===== src/hw/rtl/motion_command_sequencer_macros.svh =====
// Assertion shorthands for the motion command sequencer.
`ifndef MOTION_COMMAND_SEQUENCER_MACROS_SVH
`define MOTION_COMMAND_SEQUENCER_MACROS_SVH

// Same-cycle implication, checked outside reset.
`define MCS_ASSERT_NOW(lbl, clk, rst_n, ante, cons, msg) \
  lbl: assert property (@(posedge clk) disable iff (!rst_n) (ante) |-> (cons)) \
    else $error(msg);

// Next-cycle implication, checked outside reset.
`define MCS_ASSERT_NEXT(lbl, clk, rst_n, ante, cons, msg) \
  lbl: assert property (@(posedge clk) disable iff (!rst_n) (ante) |=> (cons)) \
    else $error(msg);

`endif


===== src/hw/rtl/mcs_pkg.sv =====
`timescale 1ns / 1ps

package mcs_pkg;

  // configuration port
  localparam int CFG_IDX_W  = 2;
  localparam int CFG_DATA_W = 16;

  localparam logic [CFG_IDX_W-1:0] CFG_ENC_RES = 2'd0;
  localparam logic [CFG_IDX_W-1:0] CFG_ROBOT_W = 2'd1;
  localparam logic [CFG_IDX_W-1:0] CFG_WHEEL_D = 2'd2;

  localparam logic [15:0] ENC_RES_RST = 16'd360;
  localparam logic [11:0] ROBOT_W_RST = 12'd200;
  localparam logic [11:0] WHEEL_D_RST = 12'd60;

  // operations
  localparam logic [2:0] OP_TICK   = 3'd0;
  localparam logic [2:0] OP_START  = 3'd1;
  localparam logic [2:0] OP_PAUSE  = 3'd2;
  localparam logic [2:0] OP_RESUME = 3'd3;
  localparam logic [2:0] OP_STOP   = 3'd4;

  // strategy commands
  localparam logic [2:0] CMD_MOVE_TICKS = 3'd0;
  localparam logic [2:0] CMD_MOVE_TURNS = 3'd1;
  localparam logic [2:0] CMD_ROTATE     = 3'd2;
  localparam logic [2:0] CMD_DELAY      = 3'd3;
  localparam logic [2:0] CMD_END        = 3'd4;

  // motor actions
  localparam logic [2:0] ACT_NONE   = 3'd0;
  localparam logic [2:0] ACT_MOVE   = 3'd1;
  localparam logic [2:0] ACT_ESTOP  = 3'd2;
  localparam logic [2:0] ACT_HALT   = 3'd3;
  localparam logic [2:0] ACT_RESUME = 3'd4;

  // run modes
  localparam logic [2:0] M_WAIT_START = 3'd0;
  localparam logic [2:0] M_EXECUTE    = 3'd1;
  localparam logic [2:0] M_WAITING    = 3'd2;
  localparam logic [2:0] M_INTERRUPT  = 3'd3;
  localparam logic [2:0] M_PAUSED     = 3'd4;
  localparam logic [2:0] M_RESUME     = 3'd5;
  localparam logic [2:0] M_STOPPED    = 3'd6;

  // completion checks
  localparam logic [1:0] CHK_NONE   = 2'd0;
  localparam logic [1:0] CHK_MOTORS = 2'd1;
  localparam logic [1:0] CHK_DELAY  = 2'd2;
  localparam logic [1:0] CHK_ANGLE  = 2'd3;

  localparam int ANGLE_TOL = 5;
  // 5 * 360 / 8: rotation ticks = enc * width * deg / (ROT_DEN_K * diam)
  localparam int ROT_DEN_K = 225;

  localparam int DIV_W     = 60;
  localparam int DEN_W     = 20;
  localparam int DIV_CNT_W = $clog2(DIV_W);

  localparam logic [31:0] INT32_MAX = 32'h7FFF_FFFF;
  localparam logic [31:0] INT32_MIN = 32'h8000_0000;

  typedef struct packed {
    logic [2:0]         operation;
    logic [2:0]         command_code;
    logic signed [31:0] command_value;
    logic               obstacle_right;
    logic               obstacle_left;
    logic               right_done;
    logic               left_done;
    logic signed [15:0] heading_deg;
    logic [31:0]        time_ms;
  } mcs_in_t;

  typedef struct packed {
    logic [2:0]         right_action;
    logic signed [31:0] right_ticks;
    logic [2:0]         left_action;
    logic signed [31:0] left_ticks;
    logic               heading_reset;
    logic               take_next_command;
    logic [2:0]         mode;
  } mcs_out_t;

  typedef struct packed {
    logic load;
    logic mul;
    logic div_start;
    logic fin;
    logic commit;
  } mcs_cmd_t;

  typedef struct packed {
    logic need_rot;
    logic div_done;
    logic out_free;
  } mcs_stat_t;

endpackage


===== src/hw/rtl/mcs_ctrl.sv =====
`timescale 1ns / 1ps

module mcs_ctrl import mcs_pkg::*; (
  input  logic      clk,
  input  logic      rst_n,
  input  logic      in_valid,
  output logic      in_stall,
  input  mcs_stat_t stat,
  output mcs_cmd_t  cmd
);

  typedef enum logic [2:0] {
    S_IDLE,
    S_MUL,
    S_MUL2,
    S_DIV,
    S_FIN,
    S_COMMIT
  } state_t;

  state_t state_r, state_nxt;
  logic   in_stall_r;
  logic   accept;

  assign accept = in_valid && !in_stall_r;

  always_comb begin
    state_nxt = state_r;
    case (state_r)
      S_IDLE: begin
        if (accept) state_nxt = S_MUL;
      end
      S_MUL: begin
        state_nxt = stat.need_rot ? S_MUL2 : S_COMMIT;
      end
      S_MUL2: begin
        state_nxt = S_DIV;
      end
      S_DIV: begin
        if (stat.div_done) state_nxt = S_FIN;
      end
      S_FIN: begin
        state_nxt = S_COMMIT;
      end
      S_COMMIT: begin
        if (stat.out_free) state_nxt = S_IDLE;
      end
      default: begin
        state_nxt = S_IDLE;
      end
    endcase
  end

  always_ff @(posedge clk) begin
    if (!rst_n) begin
      state_r    <= S_IDLE;
      in_stall_r <= 1'b0;
    end else begin
      state_r    <= state_nxt;
      in_stall_r <= (state_nxt != S_IDLE);
    end
  end

  always_comb begin
    cmd           = '0;
    cmd.load      = accept;
    cmd.mul       = (state_r == S_MUL);
    cmd.div_start = (state_r == S_MUL2);
    cmd.fin       = (state_r == S_FIN);
    cmd.commit    = (state_r == S_COMMIT) && stat.out_free;
  end

  assign in_stall = in_stall_r;

endmodule


===== config.mk =====
export PLATFORM = sky130hd
export DESIGN_NAME = mcs_ctrl
export DESIGN_NICKNAME = d
export VERILOG_FILES = /design/src/hw/rtl/motion_command_sequencer_macros.svh /design/src/hw/rtl/mcs_pkg.sv /design/src/hw/rtl/mcs_ctrl.sv
export SDC_FILE = /design/constraint.sdc
export NUM_CORES = 1
export LEC_CHECK = 0
export ABC_AREA = 1
export BUFFER_PORTS_ARGS = -buffer_cell sky130_fd_sc_hd__clkbuf_2
export CAP_MARGIN = 5
export CORE_AREA = 2 2 39 41
export CTS_CLUSTER_DIAMETER = 120
export DETAILED_ROUTE_END_ITERATION = 10
export DIE_AREA = 0 0 41 43
export GPL_TIMING_DRIVEN = 0
export PLACE_DENSITY = 0.47
export SETUP_SLACK_MARGIN = 0.15
export SLEW_MARGIN = 30
export SYNTH_ARGS = -nofsm -noshare
export SYNTH_HDL_FRONTEND = slang
export SYNTH_SLANG_ARGS = --single-unit

===== constraint.sdc =====
create_clock -name clk -period 1.15 [get_ports clk]
set_input_delay 0.115 -clock clk [delete_from_list [all_inputs] [get_ports clk]]
set_output_delay 0.115 -clock clk [all_outputs]
set_load 0.01 [all_outputs]

Yosys cells after proc, flatten, opt, wreduce, memory -nomap -nowiden
Cells that the tools add are included.
{ "totals": {"reg_bits": 4, "in_bits": 6, "out_inout_bits": 6, "wordCells": 17} }
{ "op_classes": {"n_eq_ne": 5, "n_mux": 5, "reduce_logical": 5} }
{ "ops": {"columns": ["operator", "n"], "rows": [
  ["one-hot mux 3 bit (6 select lines)", 1],
  ["2-to-1 mux 3 bit", 4],
  ["equality test 3 x 2 -> 1 bit (second input constant)", 2],
  ["equality test 3 bit (second input constant)", 2],
  ["equality test 3 x 1 -> 1 bit (second input constant)", 1],
  ["zero test 3 bit", 1],
  ["nonzero test 3 bit", 1],
  ["logical AND 1 bit", 2],
  ["zero test 1 bit", 1]
]} }

Depth between registers and ports, before layout
Gate-level depths: netlist of the first run.
{ "logic_depth": {"depth_word": 5, "mapped_depth": 9, "depth_no_buf": 8} }

Worst setup path after synthesis of the first run
OpenSTA, ideal clock, no wires.
{ "synth_timing": {"path_kind": "reg-to-reg", "from": "reg state_r[0]", "to": "reg in_stall_r, in the netlist in_stall", "setup_time_ns": 0.112, "t_arrival_ns": 0.814, "required_ns": 1.038, "setup_slack_ns": 0.223, "stages_incl_launch_ff": 9, "path_buffers": 1, "synth_period_minus_slack_ns": 0.927, "cell_sequence": "dfxtp_1 > buf_6 > nand2_4 > nand2_1 > inv_1 > nor2_1 > nand2_1 > nand2_1 > nand2_1"} }
{ "synth_between": {"elab_chain_len": 3, "elab_cells_between_ends": 11, "classes_between": "5 x eq/ne; 4 x mux; 2 x reduce/logical"} }
{ "synth_rtl": {"columns": ["element", "line_no", "source"], "rows": [
  ["start: declaration", "mcs_ctrl.sv:21", "state_t state_r, state_nxt;"],
  ["start signal: assignment", "mcs_ctrl.sv:59", "state_r <= state_nxt;"],
  ["equality test 3 bit (tied with other cells)", "mcs_ctrl.sv:29", "case (state_r)"],
  ["one-hot mux 3 bit (6 select lines) *", "mcs_ctrl.sv:29", null],
  ["nonzero test 3 bit *", "mcs_ctrl.sv:60", "in_stall_r <= (state_nxt != S_IDLE);"],
  ["end signal: assignment", "mcs_ctrl.sv:60", null],
  ["end: declaration", "mcs_ctrl.sv:22", "logic in_stall_r;"]
]} }
Every way passes the cells marked *; elsewhere a longest branch is shown, timed or not.
A chain may end at the register's enable or synchronous reset.

==> impl_results.md, run 1 <==
- Status: finished, final reports clean
- Leak Pwr: 0.000278 µW
- Final Max Slew Viols: 0
- Port Buffer Count: 11
- CTS sink count: 4
- FF-to-FF setup slack: 150 ps
- Yosys warning total: 0
- Mapped Avg Cell Area: 5.72 µm²
- Critical Path Source Type: register
- FF+latch count, synth: 4
- Vias post-DR: 296
- Share of layout cells above drive strength 1: 52.3%
- Critical path type: reg2out
- Main flop type after synthesis: dfxtp_1
- Comb pwr share: 52.0%
- Post-synth top cells: nand2_1, inv_1, nor2_1
- CTS tree: done
- Gpl congestion: 0.667
- Top-area cell type share of the netlist area: 28.6%
- Cells after Synth: 49
- Clock Tree Root: clkbuf_4
- Launch point of the worst reg-to-reg path: state_r[0]
- WP data arrival: 930 ps
- IO Pins: 12
- Drt pass-1 iters: 4
- Period utilisation layout: 90.7%
- Worst setup EP type: output pin
- Worst r2r dst: in_stall
- Routed Antenna Nets: 0
- Synthesized net count: 55
- Clk buf depth: 2
- Die height: 43 µm
- Post-Route WL: 558 µm
- Clock network power share: 20.4%
- Most common cell in the netlist: nand2_1
- DP HPWL: 426 µm
- Maxcap violations: 0
- Data required time of the critical path: 1030 ps
- Hold Path Class: in2reg
- Clock Skew: 0.425 ps
- Worst Setup EP: cmd[3]
- Switching part of the total power: 37.9%
- Maximum VDD drop: 0.638 mV
- Placed cells: 76
- Ys async rst share: 0%
- Hold bufs inserted after CTS: 0
- GR Overflow Total: 0
- CP startpoint: state_r[2]
- Clock transition at the registers of the reported paths: 30 ps
- Area delta synth->final: 51.8%
- Hold Fails Final Rpt: 0
- Antenna violations before repair: 0
- Initial core utilization: 20.3%
- Finished Layout Cells: 81
- FMAX: 959 MHz
- H-tree depth: 1
- Drt drc: 0
- Pwr Density: 1940 nW/µm²
- Detailed Route Iter0 Violations: 5
- Core area: 1380 µm²
- Wire per inst: 6.89 µm
- P_sw: 312 µW
- Layout Nets: 73
- Sequential share of power: 27.7%
- Number of CTS-inserted buffers: 3
- Final min period: 1040 ps
- Insertion delay to the later sink of the worst-skew pair: 230 ps
- Fillers: 170
- Final core utilization: 30.7%
- Unrepaired setup endpoints after global routing: yes
- Max-slew headroom: 89.5%
- First-pass GRT wire length: 765 µm
- Worst Tran Pin Value: 157 ps
- All-Layer GR Usage: 7.24%
- Placement Rows: 14
- Cell internal pwr: 511 µW
- Synth Cell Area: 280 µm²
- Via/cell ratio: 3.65
- Die width: 41 µm
- Yosys top cell by area: dfxtp_1
- Setup TNS: 0 ps
- Final setup vio count: 0
- Hold slack: 118 ps
- Die area: 1760 µm²
- Total chip power: 823 µW
- Vias in the first global route: 214
- Netlist cell types: 11
- Post-synth EDFFs: 0
- Cells on worst reg2reg path: 9
- Seq/Total Area, Yosys: 28.6%
- CP Max Fanout: 4
- Antenna Cells: 0
- Synth area leaders: dfxtp_1, nand2_1, inv_1
- Pin count of the biggest net entering global routing: 6
==> power groups by stage <==
stage	Sequential, µW	Clock [µW]	Combinational (µW)
after floorplan	214	0	263
after global placement	208	0	363
after detailed placement	209	0	364
after CTS	225	176	398
after global routing	235	181	482
final	228	168	428
==> final cells by class <==
type,instances,area [µm²],share of cell area [%]
Clock buffer,3,22.5,5.29
Multi-Input combinational cell,30,148,34.7
Timing Repair Buffer,13,76.3,17.9
Buffer,2,22.5,5.29
Inverter,13,48.8,11.5
Sequential cell,4,87.6,20.6
Tap cell,16,20.0,4.71
==> worst max-delay path, stage by stage (launching register included) <==
cell and delay, ps:
dfxtp_4 350, nor2_4 130, nand2_1 60, inv_1 40
buf_2 110
==> metal layers <==
metal / part of all wire, % / global-route usage (%)
met1: 45 / 7.42
met5: 0 / 0
met4: 1.4 / 12.0
met2: 46 / 8.44
met3: 6.6 / 2.09
==> sequential cells by signal, indices dropped and copies added (netlist names) <==
| signal | flops |
|---|---|
| state_r | 3 |
| in_stall | 1 |
==> cells by family after synthesis <==
family                 synth area share [%]
and+or+nand+nor                        44.2
buffers and inverters                  24.1
DFF                                    28.6
AOI/OAI and AO/OA                      3.13
==> stage by stage <==
stage	cell area, µm²	setup WS [ps]
floorplan	280	223
global placement	355	149
detailed placement	355	148
CTS	405	99.4
global route	425	53.9
finish	425	107
==> placed cells by master (no fill, tap or decap) <==
cell      synthesis  final
a21oi_2           1      1
buf_2             0      4
buf_4             1      2
buf_6             1      3
clkbuf_2          0      6
clkbuf_4          0      3
dfxtp_2           0      3
dfxtp_4           0      1
inv_1            11      9
inv_2             2      4
nand2_1          15     11
nand2_2           0      4
nand2_4           1      1
nand3_1           2      2
nor2_1            9      9
nor2_2            2      1
nor2_4            0      1
==> worst min path at each step <==
| stage | from | depth (start not counted) | endpoint | slack [ps] |
|---|---|---|---|---|
| floorplan | rst_n | 2 | in_stall | 220 |
| global placement | rst_n | 3 | in_stall | 350 |
| detailed placement | rst_n | 3 | in_stall | 350 |
| CTS | rst_n | 3 | in_stall | 120 |
| global route | rst_n | 3 | state_r[0] | 130 |
| finish | rst_n | 3 | in_stall | 120 |
==> what timing repair did <==
action	CTS	global route
gates cloned	1	0
setup buffers	1	0
gates resized for setup	7	13
endpoints found under the setup margin	6	7
pin swaps	3	6
Power figures use the tool's default switching activity.
==> run 2: changes to the inputs <==
--- a/config.mk
+++ b/config.mk
@@ -13,7 +13,7 @@
 export DETAILED_ROUTE_END_ITERATION = 10
 export DIE_AREA = 0 0 41 43
 export GPL_TIMING_DRIVEN = 0
-export PLACE_DENSITY = 0.47
+export PLACE_DENSITY = 0.48
 export SETUP_SLACK_MARGIN = 0.15
 export SLEW_MARGIN = 30
 export SYNTH_ARGS = -nofsm -noshare
==> constraint.sdc (replaced) <==
create_clock -name clk -period 0.9 [get_ports clk]
set_input_delay 0.09 -clock clk [delete_from_list [all_inputs] [get_ports clk]]
set_output_delay 0.09 -clock clk [all_outputs]
set_load 0.01 [all_outputs]
==> impl_results.md, run 2 (synthesis results as in run 1) <==
- Hold Path Class: in2reg (unchanged)
- Vias post-DR: 311 (was 296)
- CTS sink count: 4 (unchanged)
- Period utilisation layout: 112%
- Vias in the first global route: 250 (was 214)
- Pin count of the biggest net entering global routing: 6 (unchanged)
- Area delta synth->final: 57.6% (was 51.8%)
- CP max stage delay: 330 ps (was 350 ps)
- Die area: 1760 µm² (unchanged)
- All-Layer GR Usage: 7.74% (was 7.24%)
- Final setup vio count: 8 (was 0)
- Critical path's slowest cell: dfxtp_2 (was dfxtp_4)
- Status: finished, violations left (was finished, final reports clean)
- Most common library cell in the layout ignoring fill and taps: nand2_1 (unchanged)
- Initial core utilization: 20.3% (unchanged)
- Hold slack: 92.9 ps (was 118 ps)
- Finished Layout Cells: 82 (was 81)
- Slack of the critical path: -111 ps (was 107 ps)
- GR Overflow Total: 0 (unchanged)
- GRT busiest layer: met4 (unchanged)
- Antenna violations before repair: 0 (unchanged)
- Met1 Use GR: 7.74% (was 7.42%)
- Die height: 43 µm (unchanged)
- Core area: 1380 µm² (unchanged)
- Clock transition at the registers of the reported paths: 30 ps (about the same)
- Port Buffer Count: 11 (unchanged)
- Total chip power: 1100 µW (was 823 µW)
- Clk buf depth: 2 (unchanged)
- Share of layout cells above drive strength 1: 54.5% (was 52.3%)
- Drt pass-1 iters: 4 (unchanged)
- Clock Tree Root: clkbuf_4 (unchanged)
- CP Max Fanout: 3 (was 4)
- Most flops, register: state_r (unchanged)
- Hold bufs inserted after CTS: 0 (unchanged)
- CTS tree: done (unchanged)
- GR met2 Demand/Resource: 9.69% (was 8.44%)
- Unrepaired setup endpoints after global routing: yes (unchanged)
- Grt met3 use: 2.09% (unchanged)
- Via/cell ratio: 3.79 (was 3.65)
- Critical Path Source Type: register (unchanged)
- Routed Antenna Nets: 0 (unchanged)
- Maximum VDD drop: 0.848 mV (was 0.638 mV)
- Max-slew headroom: 91.6% (was 89.5%)
- Die width: 41 µm (unchanged)
- Gpl congestion: 0.667 (about the same)
- Insertion delay to the later sink of the worst-skew pair: 230 ps (about the same)
- Leak Pwr: 0.000282 µW (was 0.000278 µW)
- DP HPWL: 418 µm (was 426 µm)
- Final min period: 1010 ps
- Data required time of the critical path: 810 ps (was 1030 ps)
- Worst setup EP type: output pin (unchanged)
- Post-Route WL: 554 µm (was 558 µm)
- Hold Fails Final Rpt: 0 (unchanged)
- Maxcap violations: 0 (unchanged)
- Antenna Cells: 0 (unchanged)
- FMAX: 989 MHz
- Placement Rows: 14 (unchanged)
- IO Pins: 12 (unchanged)
- Worst-path cell chain: inv_2 > nand2_2 > nor2_1 > buf_2 (was nor2_4 > nand2_1 > inv_1 > buf_2)
- Drt drc: 0 (unchanged)
- Final Max Slew Viols: 0 (unchanged)
- Number of CTS-inserted buffers: 3 (unchanged)
- Max reg flops: 3 (unchanged)
- Cell area after layout: 442 µm² (was 425 µm²)
- WP data arrival: 920 ps (was 930 ps)
- First-pass GRT wire length: 841 µm (was 765 µm)
- Placed cells: 76 (unchanged)
- H-tree depth: 1 (unchanged)
- Pwr Density: 2490 nW/µm² (was 1940 nW/µm²)
- Worst Tran Pin Value: 125 ps (was 157 ps)
- Commonest non-fill, non-tap cells in the layout: nand2_1, nor2_1, inv_1 (was nand2_1, inv_1, nor2_1)
- DP Area: 358 µm² (was 355 µm²)
- Clock Skew: 0.720 ps (was 0.425 ps)
- Detailed Route Iter0 Violations: 2 (was 5)
- Wire per inst: 6.76 µm (was 6.89 µm)
- Critical path type: reg2out (unchanged)
- Failing checks: setup timing
- Layout Nets: 74 (was 73)
run 2: cell count changes in the layout (fill, tap and decap cells not counted), sizes merged:
cell	before	now
buf	9	10
run 2: critical path, delay by kind of cell (launching register included):
| kind | cells | cell delay, ps |
|---|---|---|
| flip-flops | 1 | 330 |
| buffers and inverters | 2 | 190 |
| AND/OR/NAND/NOR | 2 | 170 |
run 2: area by class of cell:
class | instances | area, µm²
plain buffers | 2 | 22.5
clock buffers | 3 | 22.5
fillers | 156 | 942
inverters | 13 | 48.8
multi-input cells | 30 | 153
flip-flops and latches | 4 | 87.6
well taps | 16 | 20.0
repair buffers | 14 | 87.6
run 2: metal layers:
| metal | up-vias | share of wire, % |
|---|---|---|
| li1 | 170 | - |
| met1 | 132 | 45 |
| met2 | 7 | 46 |
| met3 | 2 | 7.0 |
| met4 | 0 | 1.4 |
| met5 | - | 0 |
run 2: timing repair:
action,in CTS,in global routing
endpoints found under the hold margin,0,0
gates resized for setup,6,13
endpoints found under the setup margin,10,10
cloned,1,0
pin swaps,3,4
setup buffers,2,0
run 2: power by group:
| group | internal (µW) | switching (µW) | total, µW |
|---|---|---|---|
| Clock | 148 | 63.9 | 212 |
| Combinational | 296 | 296 | 592 |
| Sequential | 245 | 52.3 | 297 |
| Total | 689 | 413 | 1100 |
run 2: final timing paths:
check / from / end / slack [ps] / cells after the start
setup / recovery: state_r[1] / cmd[0] / -110 / 4
hold / removal: rst_n / in_stall / 90 / 3
hold reg to reg: state_r[2] / state_r[1] / 650 / 5
setup reg to reg: state_r[0] / in_stall / -90 / 7
run 2: through the flow:
| step | TNS [ps] | util (%) | setup slack (ps) |
|---|---|---|---|
| floorplan | -37.4 | - | -24.5 |
| global placement | -173 | 25.9 | -97.2 |
| detailed placement | -190 | 25.9 | -97.7 |
| CTS | -877 | 30.0 | -129 |
| global route | -1160 | 31.9 | -172 |
| finish | -642 | 31.9 | -111 |
==> run 3: changes to the inputs <==
--- a/config.mk
+++ b/config.mk
@@ -5,7 +5,7 @@
 export SDC_FILE = /design/constraint.sdc
 export NUM_CORES = 1
 export LEC_CHECK = 0
-export ABC_AREA = 1
+export ABC_AREA = 0
 export BUFFER_PORTS_ARGS = -buffer_cell sky130_fd_sc_hd__clkbuf_2
 export CAP_MARGIN = 5
 export CORE_AREA = 2 2 39 41
@@ -14,7 +14,7 @@
 export DIE_AREA = 0 0 41 43
 export GPL_TIMING_DRIVEN = 0
 export PLACE_DENSITY = 0.48
-export SETUP_SLACK_MARGIN = 0.15
+export SETUP_SLACK_MARGIN = 0.3
 export SLEW_MARGIN = 30
 export SYNTH_ARGS = -nofsm -noshare
 export SYNTH_HDL_FRONTEND = slang
==> impl_results.md, run 3 <==
- Vias post-DR: 293 (was 311)
- Share of layout cells above drive strength 1: 75.0% (was 54.5%)
- Critical path type: reg2out (unchanged)
- P_sw: 310 µW (was 413 µW)
- Worst setup EP type: output pin (unchanged)
- Area of the multi-input gates: 201 µm² (was 153 µm²)
- Final Max Slew Viols: 0 (unchanged)
- Ys async rst share: 0% (unchanged)
- Total chip power: 975 µW (was 1100 µW)
- Antenna violations before repair: 0 (unchanged)
- DP HPWL: 435 µm (was 418 µm)
- CTS tree: done (unchanged)
- Die width: 41 µm (unchanged)
- Yosys top cell by area: dfxtp_1 (unchanged)
- Switching part of the total power: 31.8% (was 37.5%)
- Sequential share of power: 26.0% (was 27.0%)
- Commonest non-fill, non-tap cells in the layout: buf_6, clkbuf_2, dfxtp_2, buf_2 (was nand2_1, nor2_1, inv_1)
- Worst-path cell chain: buf_6 > or2b_1 > nor2_2 > buf_2 (was inv_2 > nand2_2 > nor2_1 > buf_2)
- FMAX: 822 MHz (was 989 MHz)
- Data required time of the critical path: 810 ps (about the same)
- Cells after Synth: 31 (was 49)
- Main flop type after synthesis: dfxtp_1 (unchanged)
- Synthesized net count: 37 (was 55)
- Cell internal pwr: 665 µW (was 689 µW)
- WP data arrival: 1130 ps (was 920 ps)
- Clock Skew: 1.54 ps (was 0.720 ps)
- First-pass GRT wire length: 1110 µm (was 841 µm)
- M1 WL: 306 µm (was 250 µm)
- Seq/Total Area, Yosys: 28.3% (was 28.6%)
- Xor and xnor area share after synthesis: 0% (unchanged)
- Mux contribution to synthesized area: 0% (unchanged)
- Die area: 1760 µm² (unchanged)
- Post-synth top cells: a21oi_1, dfxtp_1, nor3b_1 (was nand2_1, inv_1, nor2_1)
- Hold Fails Final Rpt: 0 (unchanged)
- Die height: 43 µm (unchanged)
- Clk buf depth: 2 (unchanged)
- Comb pwr share: 52.0% (was 53.7%)
- Failing checks: setup timing (unchanged)
- Pwr Density: 1900 nW/µm² (was 2490 nW/µm²)
- Hold bufs inserted after CTS: 0 (unchanged)
- Final setup vio count: 9 (was 8)
- Most common library cell in the layout ignoring fill and taps: buf_6 (was nand2_1)
- Initial core utilization: 20.4% (was 20.3%)
- Detailed Route Iter0 Violations: 0 (was 2)
- Insertion delay to the later sink of the worst-skew pair: 230 ps (about the same)
- Status: finished, violations left (unchanged)
- Clock transition at the registers of the reported paths: 40 ps (was 30 ps)
- Post-synth EDFFs: 0 (unchanged)
- Worst Tran Pin Value: 222 ps (was 125 ps)
- Area delta synth->final: 81.4% (was 57.6%)
- Critical Path Source Type: register (unchanged)
- CP Max Fanout: 4 (was 3)
- Final min period: 1220 ps (was 1010 ps)
- Max-slew headroom: 85.1% (was 91.6%)
- Layout Nets: 60 (was 74)
- Port Buffer Count: 11 (unchanged)
- Simple-gate share of the synthesized area: 38.9% (was 44.2%)
- Metal2 WL: 356 µm (was 255 µm)
- Slack of the critical path: -317 ps (was -111 ps)
- Synth Cell Area: 283 µm² (was 280 µm²)
- Maximum VDD drop: 0.622 mV (was 0.848 mV)
- Period utilisation layout: 135% (was 112%)
- Clock Tree Root: clkbuf_4 (unchanged)
- Setup TNS: -2120 ps (was -642 ps)
- Placement Rows: 14 (unchanged)
- Yosys warning total: 0 (unchanged)
- FF+latch count, synth: 4 (unchanged)
- Number of CTS-inserted buffers: 3 (unchanged)
- Highest routed layer: met3 (was met4)
- Hold Path Class: in2reg (unchanged)
- Routed wl met3: 25 µm (was 39 µm)
- Antenna Cells: 0 (unchanged)
- Drt pass-1 iters: 1 (was 4)
- Drt drc: 0 (unchanged)
- Gpl congestion: 0.626 (was 0.667)
- Largest family of logic cells by synthesized area: simple AND/OR/NAND/NOR gates (unchanged)
- All-Layer GR Usage: 9.33% (was 7.74%)
- Post-Synth Adder-Cell Area: 0% (unchanged)
- Leak Pwr: 0.000233 µW (was 0.000282 µW)
- CTS sink count: 4 (unchanged)
- Fillers: 143 (was 156)
- CP max stage delay: 320 ps (was 330 ps)
- Maxcap violations: 0 (unchanged)
- Mapped Avg Cell Area: 9.12 µm² (was 5.72 µm²)
- H-tree depth: 1 (unchanged)
- Pin count of the biggest net entering global routing: 11 (was 6)
- Max reg flops: 3 (unchanged)
- Via/cell ratio: 4.31 (was 3.79)
- Most flops, register: state_r (unchanged)
- Wire per inst: 10.1 µm (was 6.76 µm)
- FF+latch area: 85.1 µm² (was 87.6 µm²)
- Vias in the first global route: 294 (was 250)
- IO Pins: 12 (unchanged)
- Post-Route WL: 688 µm (was 554 µm)
- Routed Antenna Nets: 0 (unchanged)
- Core area: 1380 µm² (unchanged)
- Unrepaired setup endpoints after global routing: yes (unchanged)
- Top-area cell type share of the netlist area: 28.3% (was 28.6%)
- Synth area leaders: dfxtp_1, nor3b_1, nor4b_4 (was dfxtp_1, nand2_1, inv_1)
- Netlist cell types: 16 (was 11)
- Critical path's slowest cell: dfxtp_2 (unchanged)
- GR Overflow Total: 0 (unchanged)
- Complex-gate fraction of the synthesized area: 17.3% (was 3.13%)
- Clock network power share: 21.9% (was 19.3%)
- Place WS: -106 ps (was -97.7 ps)
[run 3: kinds of logic (layout without fill, tap and decap cells)]
| family | Yosys count | in the layout |
|---|---|---|
| DFF | 4 | 4 |
| AOI/OAI and AO/OA | 8 | 8 |
| buffers and inverters | 4 | 25 |
| and+or+nand+nor | 15 | 15 |
[run 3: final cells by class]
type	count	share of cell area, %
well taps	16	3.90
clock buffers	3	4.39
flip-flops and latches	4	16.6
multi-input cells	23	39.3
repair buffers	18	26.3
plain buffers	4	9.51
[run 3: critical path, delay by kind of cell (launching register included)]
| family | cells | cell delay [ps] |
|---|---|---|
| buffers and inverters | 2 | 220 |
| DFF | 1 | 320 |
| and+or+nand+nor | 2 | 360 |
[run 3: path summary, 6_finish.rpt]
path	from	endpoint	slack (ps)	cells past startpoint
hold reg to reg	state_r[2]	state_r[1]	500	2
setup / recovery	state_r[2]	cmd[1]	-320	4
hold / removal	rst_n	in_stall	100	3
setup reg to reg	state_r[1]	state_r[2]	-260	6
[run 3: power groups by stage]
stage                     registers, µW  clock network, µW  logic (µW)
final                               254                214         507
after global routing                256                236         558
after CTS                           245                226         452
after detailed placement            245                  0         349
after global placement              245                  0         352
after floorplan                     246                  0         259
[run 3: through the flow]
step	hold WS, ps	util, %	cell area [µm²]	instances
after CTS	103	33.8	468	67
after detailed placement	344	27.0	374	58
after floorplan	186	-	299	31
after global placement	344	27.0	374	58
after global routing	115	37.1	513	68
final	102	37.1	513	68
[run 3: routing by layer]
layer,global-route usage [%],up-vias
li1,-,151
met1,10.6,135
met2,14.1,7
met3,1.57,0
met4,8.00,0
met5,0,-
[run 3: what timing repair did]
action,in CTS,in global routing
setup buffers,6,1
pin swaps,3,4
endpoints found under the setup margin,10,10
hold endpoints to repair,0,0
gates resized for setup,6,16
